## src/rtl/core/epxf_pkg.sv

```systemverilog
// Shared types and constants of the equal-power crossfade core.
package epxf_pkg;

    localparam int SAMPLE_W           = 24;
    localparam int LEN_W              = 11;
    localparam int DEFAULT_MAX_LENGTH = 1024;
    localparam logic [LEN_W-1:0] LEN_RESET = 11'd256;

    // Q0.32 ratio may reach exactly 1.0, so one extra integer bit
    localparam int RATIO_W   = 33;
    localparam int FRAC_W    = 32;
    localparam int GAIN_W    = 17;
    localparam int ROOT_W    = 34;
    localparam int ALU_W     = 35;
    localparam int ACC_W     = 42;
    localparam int ROUND_SH  = 16;
    localparam int DIV_STEPS = 33;
    localparam int CNT_W     = 6;

    localparam logic signed [ACC_W-1:0] ROUND_HALF = 42'sd32768;
    localparam logic signed [ACC_W-1:0] SAT_MAX    = 42'sd8388607;
    localparam logic signed [ACC_W-1:0] SAT_MIN    = -42'sd8388608;

    typedef enum logic [3:0] {
        ST_IDLE,
        ST_DIV,
        ST_ROOT_LOAD,
        ST_ROOT_OUT,
        ST_ROOT_IN,
        ST_MUL_OUT,
        ST_MUL_IN,
        ST_SUM,
        ST_EMIT
    } epxf_state_t;

endpackage

```

## src/rtl/core/equal_power_crossfade_core.sv

```systemverilog
// Equal-power crossfade core: sqrt-law gains from a shared subtract/compare unit.
//
// Usage
//   Input channel (in_valid/in_ready) carries one pair of signed 24-bit samples
//   per transaction: outgoing_sample fades out, incoming_sample fades in.
//   Output channel (out_valid/out_ready) returns one mixed 24-bit sample per
//   input transaction, with block_end set on the last sample of a fade block.
//   Config channel (cfg_valid/cfg_ready/cfg_data) writes fade_length; write it
//   only while no transaction is in flight. cfg_ready is always high.
//   Sequence: an accepted item runs 33 divide steps, a root load step,
//   two 17-step square roots, two multiply steps, one sum and one emit step
//   through one shared 35-bit subtract/compare unit and one 24x18 multiplier.
//   The result is registered in the emit step; a new item is taken only once
//   the previous one has left the emit step.
//   Stall: the output register holds a result until taken; a finished item
//   waits in the emit step while that register is still full, and in_ready
//   stays low until the result moves into it.
//   Reset: fade_length returns to 256, position to 0, all channels go idle.
module equal_power_crossfade_core
    import epxf_pkg::*;
#(
    parameter int MAX_LENGTH = DEFAULT_MAX_LENGTH
) (
    input  logic                       clk,
    input  logic                       rst_n,
    input  logic                       cfg_valid,
    output logic                       cfg_ready,
    input  logic [LEN_W-1:0]           cfg_data,
    input  logic                       in_valid,
    output logic                       in_ready,
    input  logic signed [SAMPLE_W-1:0] outgoing_sample,
    input  logic signed [SAMPLE_W-1:0] incoming_sample,
    output logic                       out_valid,
    input  logic                       out_ready,
    output logic signed [SAMPLE_W-1:0] mixed_sample,
    output logic                       block_end
);

    localparam int POS_W = $clog2(MAX_LENGTH);

    // Control state
    epxf_state_t      state_reg, state_next;
    logic [LEN_W-1:0] fade_length_reg, fade_length_next;
    logic [POS_W-1:0] position_reg, position_next;
    logic [CNT_W-1:0] cnt_reg, cnt_next;
    logic             out_valid_reg, out_valid_next;

    // Datapath registers
    logic signed [SAMPLE_W-1:0] out_smp_reg, out_smp_next;
    logic signed [SAMPLE_W-1:0] in_smp_reg, in_smp_next;
    logic [POS_W-1:0]           m_reg, m_next;
    logic [POS_W-1:0]           i_reg, i_next;
    logic                       last_reg, last_next;
    logic [POS_W-1:0]           rem_reg, rem_next;
    logic [RATIO_W-1:0]         q_reg, q_next;
    logic [RATIO_W-1:0]         x_reg, x_next;
    logic [ROOT_W-1:0]          res_reg, res_next;
    logic [RATIO_W-1:0]         bit_reg, bit_next;
    logic [GAIN_W-1:0]          g_out_reg, g_out_next;
    logic [GAIN_W-1:0]          g_in_reg, g_in_next;
    logic signed [ACC_W-1:0]    prod_reg, prod_next;
    logic signed [ACC_W-1:0]    acc_reg, acc_next;
    logic signed [SAMPLE_W-1:0] mixed_reg, mixed_next;
    logic                       block_end_reg, block_end_next;

    // Shared subtract/compare unit
    logic [ALU_W-1:0] alu_a, alu_b, alu_diff;
    logic             alu_ge;

    // Shared multiplier
    logic signed [SAMPLE_W-1:0] mul_a;
    logic [GAIN_W-1:0]          mul_g;
    logic signed [ACC_W-1:0]    mul_prod;

    // Block-length decode
    logic [31:0]        len32, n32, m32, pos32;
    logic               pos_last;
    logic [RATIO_W-1:0] ratio_out;
    logic [ROOT_W-1:0]  root_step;
    logic signed [ACC_W-1:0] rounded;
    logic [RATIO_W-1:0] bit_init;

    assign bit_init  = {1'b1, {FRAC_W{1'b0}}};
    assign cfg_ready = 1'b1;
    assign in_ready  = (state_reg == ST_IDLE);
    assign out_valid = out_valid_reg;
    assign mixed_sample = mixed_reg;
    assign block_end    = block_end_reg;

    // Clamp the length to 2..MAX_LENGTH and find the effective position
    always_comb
    begin
        len32 = 32'(fade_length_reg);
        n32   = len32;
        if (len32 < 32'd2)
        begin
            n32 = 32'd2;
        end
        if (len32 > 32'(MAX_LENGTH))
        begin
            n32 = 32'(MAX_LENGTH);
        end
        m32      = n32 - 32'd1;
        pos32    = 32'(position_reg);
        pos_last = (pos32 >= m32);
    end

    assign alu_diff = alu_a - alu_b;
    assign alu_ge   = (alu_a >= alu_b);

    assign mul_prod = ACC_W'(mul_a) * ACC_W'($signed({1'b0, mul_g}));

    // Outgoing ratio from the incoming quotient: 2^32 - ceil(i*2^32/m)
    assign ratio_out = RATIO_W'(({1'b1, {FRAC_W{1'b0}}}) - ROOT_W'(q_reg)
                                - ROOT_W'(rem_reg != '0));

    assign root_step = ROOT_W'(alu_ge ? ((res_reg >> 1) + ROOT_W'(bit_reg))
                                      : (res_reg >> 1));

    assign rounded = (acc_reg + ROUND_HALF) >>> ROUND_SH;

    always_comb
    begin
        state_next       = state_reg;
        fade_length_next = fade_length_reg;
        position_next    = position_reg;
        cnt_next         = cnt_reg;
        out_valid_next   = out_valid_reg;
        out_smp_next     = out_smp_reg;
        in_smp_next      = in_smp_reg;
        m_next           = m_reg;
        i_next           = i_reg;
        last_next        = last_reg;
        rem_next         = rem_reg;
        q_next           = q_reg;
        x_next           = x_reg;
        res_next         = res_reg;
        bit_next         = bit_reg;
        g_out_next       = g_out_reg;
        g_in_next        = g_in_reg;
        prod_next        = prod_reg;
        acc_next         = acc_reg;
        mixed_next       = mixed_reg;
        block_end_next   = block_end_reg;
        alu_a            = '0;
        alu_b            = '0;
        mul_a            = out_smp_reg;
        mul_g            = g_out_reg;

        if (cfg_valid && cfg_ready)
        begin
            fade_length_next = cfg_data;
        end

        // Drop the output once taken; the emit step may refill it below
        if (out_valid_reg && out_ready)
        begin
            out_valid_next = 1'b0;
        end

        case (state_reg)
            ST_IDLE:
            begin
                if (in_valid)
                begin
                    out_smp_next  = outgoing_sample;
                    in_smp_next   = incoming_sample;
                    m_next        = POS_W'(m32);
                    last_next     = pos_last;
                    i_next        = pos_last ? POS_W'(m32) : position_reg;
                    position_next = pos_last ? '0 : POS_W'(pos32 + 32'd1);
                    cnt_next      = '0;
                    state_next    = ST_DIV;
                end
            end

            // Restoring divide of i*2^32 by m, one quotient bit per step
            ST_DIV:
            begin
                alu_a    = (cnt_reg == '0) ? ALU_W'(i_reg) : ALU_W'({rem_reg, 1'b0});
                alu_b    = ALU_W'(m_reg);
                rem_next = POS_W'(alu_ge ? alu_diff : alu_a);
                q_next   = {q_reg[RATIO_W-2:0], alu_ge};
                cnt_next = cnt_reg + CNT_W'(1);
                if (cnt_reg == CNT_W'(DIV_STEPS - 1))
                begin
                    state_next = ST_ROOT_LOAD;
                end
            end

            ST_ROOT_LOAD:
            begin
                x_next     = ratio_out;
                res_next   = '0;
                bit_next   = bit_init;
                state_next = ST_ROOT_OUT;
            end

            // Digit-by-digit integer square root, two bits of x per step
            ST_ROOT_OUT,
            ST_ROOT_IN:
            begin
                alu_a    = ALU_W'(x_reg);
                alu_b    = ALU_W'(res_reg) + ALU_W'(bit_reg);
                x_next   = alu_ge ? RATIO_W'(alu_diff) : x_reg;
                res_next = root_step;
                bit_next = bit_reg >> 2;
                if (bit_reg[0])
                begin
                    if (state_reg == ST_ROOT_OUT)
                    begin
                        g_out_next = GAIN_W'(root_step);
                        x_next     = q_reg;
                        res_next   = '0;
                        bit_next   = bit_init;
                        state_next = ST_ROOT_IN;
                    end
                    else
                    begin
                        g_in_next  = GAIN_W'(root_step);
                        state_next = ST_MUL_OUT;
                    end
                end
            end

            ST_MUL_OUT:
            begin
                mul_a      = out_smp_reg;
                mul_g      = g_out_reg;
                prod_next  = mul_prod;
                state_next = ST_MUL_IN;
            end

            ST_MUL_IN:
            begin
                mul_a      = in_smp_reg;
                mul_g      = g_in_reg;
                acc_next   = prod_reg;
                prod_next  = mul_prod;
                state_next = ST_SUM;
            end

            ST_SUM:
            begin
                acc_next   = acc_reg + prod_reg;
                state_next = ST_EMIT;
            end

            // Round half up, saturate, and hold until the output register frees
            ST_EMIT:
            begin
                if (!out_valid_reg || out_ready)
                begin
                    if (rounded > SAT_MAX)
                    begin
                        mixed_next = SAMPLE_W'(SAT_MAX);
                    end
                    else if (rounded < SAT_MIN)
                    begin
                        mixed_next = SAMPLE_W'(SAT_MIN);
                    end
                    else
                    begin
                        mixed_next = SAMPLE_W'(rounded);
                    end
                    block_end_next = last_reg;
                    out_valid_next = 1'b1;
                    state_next     = ST_IDLE;
                end
            end

            default:
            begin
                state_next = ST_IDLE;
            end
        endcase
    end

    always_ff @(posedge clk or negedge rst_n)
    begin
        if (!rst_n)
        begin
            state_reg       <= ST_IDLE;
            fade_length_reg <= LEN_RESET;
            position_reg    <= '0;
            cnt_reg         <= '0;
            out_valid_reg   <= 1'b0;
        end
        else
        begin
            state_reg       <= state_next;
            fade_length_reg <= fade_length_next;
            position_reg    <= position_next;
            cnt_reg         <= cnt_next;
            out_valid_reg   <= out_valid_next;
        end
    end

    always_ff @(posedge clk)
    begin
        out_smp_reg   <= out_smp_next;
        in_smp_reg    <= in_smp_next;
        m_reg         <= m_next;
        i_reg         <= i_next;
        last_reg      <= last_next;
        rem_reg       <= rem_next;
        q_reg         <= q_next;
        x_reg         <= x_next;
        res_reg       <= res_next;
        bit_reg       <= bit_next;
        g_out_reg     <= g_out_next;
        g_in_reg      <= g_in_next;
        prod_reg      <= prod_next;
        acc_reg       <= acc_next;
        mixed_reg     <= mixed_next;
        block_end_reg <= block_end_next;
    end

endmodule
```

## config.mk

```make
export PLATFORM = sky130hd
export DESIGN_NAME = equal_power_crossfade_core
export DESIGN_NICKNAME = d
export VERILOG_FILES = /design/src/rtl/core/epxf_pkg.sv /design/src/rtl/core/equal_power_crossfade_core.sv
export SDC_FILE = /design/constraint.sdc
export NUM_CORES = 2
export LEC_CHECK = 0
export BUFFER_PORTS_ARGS = -buffer_cell sky130_fd_sc_hd__buf_2
export CORE_UTILIZATION = 55
export CTS_CLUSTER_SIZE = 10
export DETAILED_ROUTE_END_ITERATION = 8
export PLACE_DENSITY = 0.74
export REMOVE_ABC_BUFFERS = 1
export SYNTH_ARGS = -nofsm -noshare
export SYNTH_HDL_FRONTEND = slang
export SYNTH_SLANG_ARGS = --single-unit
```

## constraint.sdc

```tcl
create_clock -name clk -period 8.2 [get_ports clk]
set_input_delay 0.41 -clock clk [delete_from_list [all_inputs] [get_ports clk]]
set_output_delay 0.41 -clock clk [all_outputs]
set_load 0.01 [all_outputs]
```

Word level (Yosys, flattened, before mapping)
Index checks and enable logic that the tools add are counted.
{"block": "totals", "register_bits": 387, "input_bits": 64, "output_inout_bits": 28, "word_cells": 103}
{"block": "op_classes", "n_addsub": 10, "mul": 1, "n_lt_le_gt_ge": 6, "eq_ne": 13, "muxes": 34, "bitwise": 1, "n_reduce_logical": 17}
{"cell": "one-hot mux 33 bit (2 select lines)", "n": 3}
{"cell": "two-way mux 33 bit", "n": 5}
{"cell": "two-way mux 34 bit", "n": 3}
{"cell": "one-hot mux 42 bit (2 select lines)", "n": 1}
{"cell": "one-hot mux 35 bit (2 select lines)", "n": 1}
{"cell": "one-hot mux 34 bit (2 select lines)", "n": 1}
{"cell": "two-way mux 24 bit", "n": 2}
{"cell": "adder 42 x 17 -> 42 bit (second input constant)", "n": 1}
{"cell": "adder 42 bit", "n": 1}
{"cell": "multiplier 24 x 18 -> 42 bit", "n": 1}
{"cell": "adder 34 x 33 -> 35 bit", "n": 1}
{"cell": ">= comparator 33 x 35 -> 1 bit", "n": 1}
{"cell": "adder 33 x 33 -> 34 bit", "n": 1}
{"cell": "two-way mux 11 bit", "n": 3}
{"cell": "subtractor 33 x 1 -> 33 bit", "n": 1}
{"cell": "subtractor 33 bit", "n": 1}
{"cell": "subtractor 33 bit (first input constant)", "n": 1}
{"cell": ">= comparator 10 x 32 -> 1 bit", "n": 1}
{"cell": "one-hot mux 4 bit (8 select lines)", "n": 1}
{"cell": "subtractor 32 x 1 -> 32 bit (second input constant)", "n": 1}
{"cell": "two-way mux 10 bit", "n": 3}
{"cell": "> comparator 26 x 24 -> 1 bit (second input constant)", "n": 1}
{"cell": "< comparator 26 x 24 -> 1 bit (second input constant)", "n": 1}
{"cell": "two-way mux 17 bit", "n": 1}
{"cell": "26 further kinds", "n": 45}

Depth between registers and ports, before layout
{"block": "logic_depth", "ltp_word": 8, "mapped_depth": 31, "ltp_nobuf": 28}

Least setup slack after synthesis
No wires, ideal clock.
{"block": "synth_path", "kind": "register -> register", "startpoint": "register state_reg[2]", "endpoint": "register prod_reg[41], data pin", "setup_time_ns": 0.260, "arrival_time_ns": 8.637, "required_time_ns": 7.940, "slack_ns": -0.697, "stages_incl_launch_ff": 31, "n_path_buf": 3, "period_less_slack_ns": 8.897, "cell_sequence": "dfrtp_1 inv_1 nor2_1 and2_1 nor2b_1 clkbuf_1 clkbuf_1 clkbuf_1 mux2i_1 nor2_1 fa_1 inv_1 fa_1 fa_1 inv_1 fa_1 fa_1 inv_1 fa_1 inv_1 ha_1 a21oi_1 o21ai_0 a221o_1 a21oi_1 nand3_1 a31oi_1 a31oi_1 a211o_1 a21oi_1 xnor2_1"}
{"block": "synth_between", "elab_chain_cells": 3, "word_cells_on_any_way": 4, "cone_classes": "mul: 1; eq/ne: 1; mux: 2"}
{"element": "from (decl)", "line_no": "equal_power_crossfade_core.sv:42", "source": "epxf_state_t state_reg, state_next;"}
{"element": "from (signal assigned)", "line_no": "equal_power_crossfade_core.sv:291", "source": "state_reg <= state_next;"}
{"element": "equality test 4 x 3 -> 1 bit (*)", "line_no": "equal_power_crossfade_core.sv:161", "source": "case (state_reg)"}
{"element": "two-way mux 24 bit or two-way mux 17 bit (tied branches)", "line_no": "equal_power_crossfade_core.sv:161"}
{"element": "multiplier 24 x 18 -> 42 bit (*)", "line_no": "equal_power_crossfade_core.sv:111", "source": "assign mul_prod = ACC_W'(mul_a) * ACC_W'($signed({1'b0, mul_g}));"}
{"element": "via mul_prod[41]", "line_no": "equal_power_crossfade_core.sv:73", "source": "logic signed [ACC_W-1:0] mul_prod;"}
{"element": "to (signal assigned)", "line_no": "equal_power_crossfade_core.sv:313", "source": "prod_reg <= prod_next;"}
{"element": "to (decl)", "line_no": "equal_power_crossfade_core.sv:61", "source": "logic signed [ACC_W-1:0] prod_reg, prod_next;"}
Mark *: on every way through the listed nets, which the timed path passes. The rest lies on a longest branch.
A chain may end at the register's enable or synchronous reset.

Worst setup path after layout
{"block": "layout_path", "startpoint": "register state_reg[2]", "endpoint": "register prod_reg[40], data pin"}
The elaborated chain is that of the path after synthesis.

==> impl_metrics.prom <==
# TYPE chip_impl_metric gauge
chip_impl_metric{name="timing.critical_path.required",unit="ns"} 8.56
chip_impl_metric{name="cts-buffers-inserted",unit=""} 45
chip_impl_metric{name="cts_buffer_depth",unit=""} 3
chip_impl_metric{name="postLayoutSetupSlackWorst",unit="ns"} 0.2730
chip_impl_metric{name="synth_register_bits",unit=""} 371
chip_impl_metric{name="netlist_instances",unit=""} 3878
chip_impl_metric{name="cap_viol_max_count",unit=""} 0
chip_impl_info{name="critical_path.reg2reg.startpoint",value="state_reg[2]"} 1
chip_impl_metric{name="grt-ovfl-total",unit=""} 0
chip_impl_metric{name="final_min_period_over_clock_period",unit=""} 0.9667
chip_impl_info{name="cp_common_cell",value="fa_1"} 1
chip_impl_metric{name="place_congestion",unit=""} 0.9725
chip_impl_metric{name="placeableCoreArea",unit="mm²"} 0.06740
chip_impl_metric{name="synth.yosys.seq_area_share",unit=""} 0.2920
chip_impl_info{name="worstHoldPathType",value="input pin to flip-flop"} 1
chip_impl_metric{name="yosys-mux-area-fraction",unit=""} 0.03686
chip_impl_metric{name="yosysWarnings",unit=""} 0
chip_impl_metric{name="setup_tns",unit="ns"} 0
chip_impl_metric{name="worst_hold_slack_after_final_layout",unit="ns"} 0.01244
chip_impl_metric{name="insertedDiodeCount",unit=""} 0
chip_impl_metric{name="post_route_clock_skew",unit="ns"} 0.02255
chip_impl_metric{name="detail_route.wl_per_cell",unit="µm"} 18.31
chip_impl_metric{name="setup_slack_of_the_worst_register_to_register_path",unit="ns"} 0.27
chip_impl_metric{name="setup-violations-final",unit=""} 0
chip_impl_metric{name="via_count_of_the_first_global_routing_pass",unit=""} 28770
chip_impl_info{name="cts_tree",value="built"} 1
chip_impl_metric{name="first_iter_violations",unit=""} 1877
chip_impl_metric{name="synth_simple_gate_area_frac",unit=""} 0.1291
chip_impl_metric{name="achievable-frequency",unit="MHz"} 126.2
chip_impl_metric{name="slew_violations",unit=""} 0
chip_impl_metric{name="placementRows",unit=""} 95
chip_impl_metric{name="postRouteAntennaNets",unit=""} 0
chip_impl_metric{name="die_height",unit="µm"} 263.5
chip_impl_info{name="startpoint",value="state_reg[2]"} 1
chip_impl_metric{name="yosysUniqueCellTypes",unit=""} 81
chip_impl_metric{name="relSlewSlack",unit=""} 0.2547
chip_impl_metric{name="area_delta_synth_final",unit="%"} 9.460
chip_impl_metric{name="share_of_final_layout_standard_cells_stronger_than_drive_strength_1",unit=""} 0.08294
chip_impl_metric{name="numClockSinks",unit=""} 371
chip_impl_metric{name="grt_start_max_net_pins",unit=""} 83
chip_impl_metric{name="synthXorXnorAreaFrac",unit=""} 0.05053
chip_impl_metric{name="drt_wl_total",unit="µm"} 89920
chip_impl_metric{name="placement.io_buffers",unit=""} 90
chip_impl_metric{name="synth_async_sr_flop_share",unit=""} 0.08625
chip_impl_metric{name="nets",unit=""} 4740
chip_impl_metric{name="period_minus_slack",unit="ns"} 7.927
chip_impl_metric{name="grt_pass1_wl",unit="µm"} 147300
chip_impl_metric{name="timing.critical_path.fanout_max",unit=""} 26
chip_impl_metric{name="placement.setup.worst_slack",unit="ns"} 0.1117
chip_impl_metric{name="post_drt_via_cell_ratio",unit=""} 5.692
chip_impl_metric{name="dp_hpwl",unit="µm"} 69160
chip_impl_metric{name="cts.clk_slew.worst_paths",unit="ns"} 0.06
chip_impl_metric{name="initial_antenna_violation_count",unit=""} 0
chip_impl_metric{name="start_util",unit=""} 0.5581
chip_impl_info{name="cpMaxStageDelayCell",value="fa_1"} 1
chip_impl_metric{name="synth_fa_ha_area_frac",unit=""} 0.3016
chip_impl_info{name="worst-setup-path-type",value="flip-flop to flip-flop"} 1
chip_impl_metric{name="routed-via-count",unit=""} 27961
chip_impl_metric{name="hold_viol_final",unit=""} 0
chip_impl_metric{name="synth.cell_area",unit="mm²"} 0.03761
chip_impl_metric{name="max_stage_delay",unit="ns"} 0.57
chip_impl_metric{name="tightestPinTransition",unit="ns"} 1.090
chip_impl_info{name="worst_setup_path_end_kind",value="flip-flop"} 1
chip_impl_metric{name="cp.arrival",unit="ns"} 8.28
chip_impl_metric{name="global_route.usage.total",unit=""} 0.2633
chip_impl_info{name="worst_setup_path_endpoint",value="prod_reg[40]"} 1
chip_impl_metric{name="ioPinCount",unit=""} 92
chip_impl_metric{name="die_area",unit="mm²"} 0.06944
chip_impl_metric{name="worst_reg2reg_path_depth",unit=""} 30
chip_impl_metric{name="synth_enable_flop_cells",unit=""} 339
chip_impl_metric{name="insertion_delay",unit="ns"} 0.62
chip_impl_metric{name="drtPass1Iterations",unit=""} 7
chip_impl_metric{name="chipWidth",unit="µm"} 263.5
chip_impl_info{name="cts.root.buffer_cell",value="clkbuf_16"} 1
chip_impl_metric{name="synthesized_area_fraction_occupied_by_ao_oa_aoi_and_oai_cells",unit=""} 0.1198
chip_impl_info{name="outcome",value="complete, no violations"} 1
chip_impl_info{name="synthFlopType",value="edfxtp_1"} 1
chip_impl_metric{name="cts_htree_levels",unit=""} 2
chip_impl_info{name="cp-start-kind",value="flip-flop"} 1
chip_impl_metric{name="avgSynthCellArea",unit="µm²"} 9.700
chip_impl_metric{name="drc_violation_count_after_routing",unit=""} 0
chip_impl_info{name="largest_family_of_logic_cells_by_synthesized_area",value="adder cells"} 1
chip_impl_info{name="worst_r2r_endpoint",value="prod_reg[40]"} 1
per-stage QoR:
stage | instances | util | cell area [µm²]
after global routing | 4912 | 0.6109 | 41170
after detailed placement | 4793 | 0.5836 | 39330
after global placement | 4793 | 0.5836 | 39330
after CTS | 4909 | 0.6092 | 41060
final | 4912 | 0.6109 | 41170
after floorplan | 3756 | - | 37100
final cells by class:
class / instances / area [µm²]
sequential: 371 / 10980
fill: 5540 / 26220
tap: 873 / 1092
timing repair buffer: 208 / 1553
multi-input combinational: 2822 / 24110
inverter: 563 / 2122
clock inverter: 11 / 116.4
clock buffer: 64 / 1197
cells by family (layout without fill, tap and decap cells):
kind of cell,after synthesis,in the layout
AND/OR/NAND/NOR,1093,1093
AO/OA/AOI/OAI,716,716
buffers and inverters,685,846
adder cells (fa/ha/maj),665,665
flip-flops,371,371
XOR/XNOR,217,217
multiplexers,130,130
other,1,1
synth_stat cells, drive strengths merged (15+ instances only):
library cell,instances,area share
o21a,20,0.0040
a22oi,32,0.0064
fa,403,0.21
nor2b,23,0.0038
nand2b,25,0.0042
inv,561,0.056
a31oi,56,0.0093
dfrtp,31,0.021
buf,23,0.0037
o211ai,15,0.0031
o21ai,235,0.031
mux2,56,0.017
and3,45,0.0075
o21bai,19,0.0038
a211oi,23,0.0055
clkbuf,99,0.0099
nand4,25,0.0042
a21oi,147,0.020
edfxtp,339,0.27
nor3,60,0.0083
nand2,427,0.043
nand3,54,0.0072
a21o,66,0.013
ha,262,0.087
mux2i,74,0.020
xnor2,135,0.031
and2,50,0.0083
nor2,328,0.033
o31ai,16,0.0032
xor2,82,0.019
metal layers:
metal / global-route usage / part of all wire / vias to the layer above
met5: 0 / 0 / -
met4: 0.09452 / 0.037 / 0
met3: 0.04144 / 0.063 / 181
met2: 0.4455 / 0.48 / 844
met1: 0.3425 / 0.42 / 13614
li1: - / - / 13322
placed cells by master, fill, tap and decap left out, types with 9 or more instances in the layout:
master         Yosys  routed
xnor2_1          135     135
ha_1             262     262
dlygate4sd3_1      0      41
or2_2             11      11
mux2i_1           74      68
or3_1             12      12
clkbuf_1          99      19
buf_4              4      68
o21a_1            20      20
o31ai_1           16      16
xor2_1            82      82
edfxtp_1         339     339
and3_1            45      45
nand3_1           54      54
inv_1            559     559
a31o_2             9       9
nand4_1           25      25
a211oi_1          16      16
nor4_1            10      10
o21bai_1          19      19
o211ai_1          14      14
mux2_2            52      49
o21ai_1            8      11
nand2b_1          25      25
nand2_1          427     426
clkbuf_16          0      47
fa_1             403     402
buf_2              4      90
a22oi_1           32      32
dfrtp_1           31      30
a21oi_1          147     145
a21o_1            66      66
nor2_1           328     326
nor3_1            59      56
nor2b_1           23      21
a31oi_1           56      54
and2_1            50      49
o21ai_0          227     224
repair_timing:
item | in CTS | in global routing
buffers inserted | 0 | 1
endpoints found under the hold margin | 71 | 0
hold buffers | 41 | 0
setup endpoints to repair | 0 | 7
gates resized for setup | 0 | 14
critical path: cells and delay by family (launching register included):
kind	cells	cell delay, ns
buffers and inverters	8	0.91
xor gates and xnor gates	1	0.12
and+or+nand+nor	4	0.59
AOI/OAI and AO/OA	9	1.87
muxes	1	0.21
adders and majority gates	7	3.50
DFF	1	0.42
how the worst min path moves through the flow:
stage / startpoint / end / slack [ns] / depth (start not counted)
after CTS: cfg_data[10] / fade_length_reg[10] / 0.001 / 3
after global placement: last_reg / block_end / 0.44 / 0
after floorplan: rst_n / cnt_reg[0] / 0.11 / 0
after global routing: incoming_sample[5] / in_smp_reg[5] / 0.008 / 1
final: cfg_data[10] / fade_length_reg[10] / 0.01 / 3
after detailed placement: last_reg / block_end / 0.45 / 0
Power is left out: the tool's default activity adds up to more than one toggle a clock period on the data nets, which glitch-free logic cannot reach.
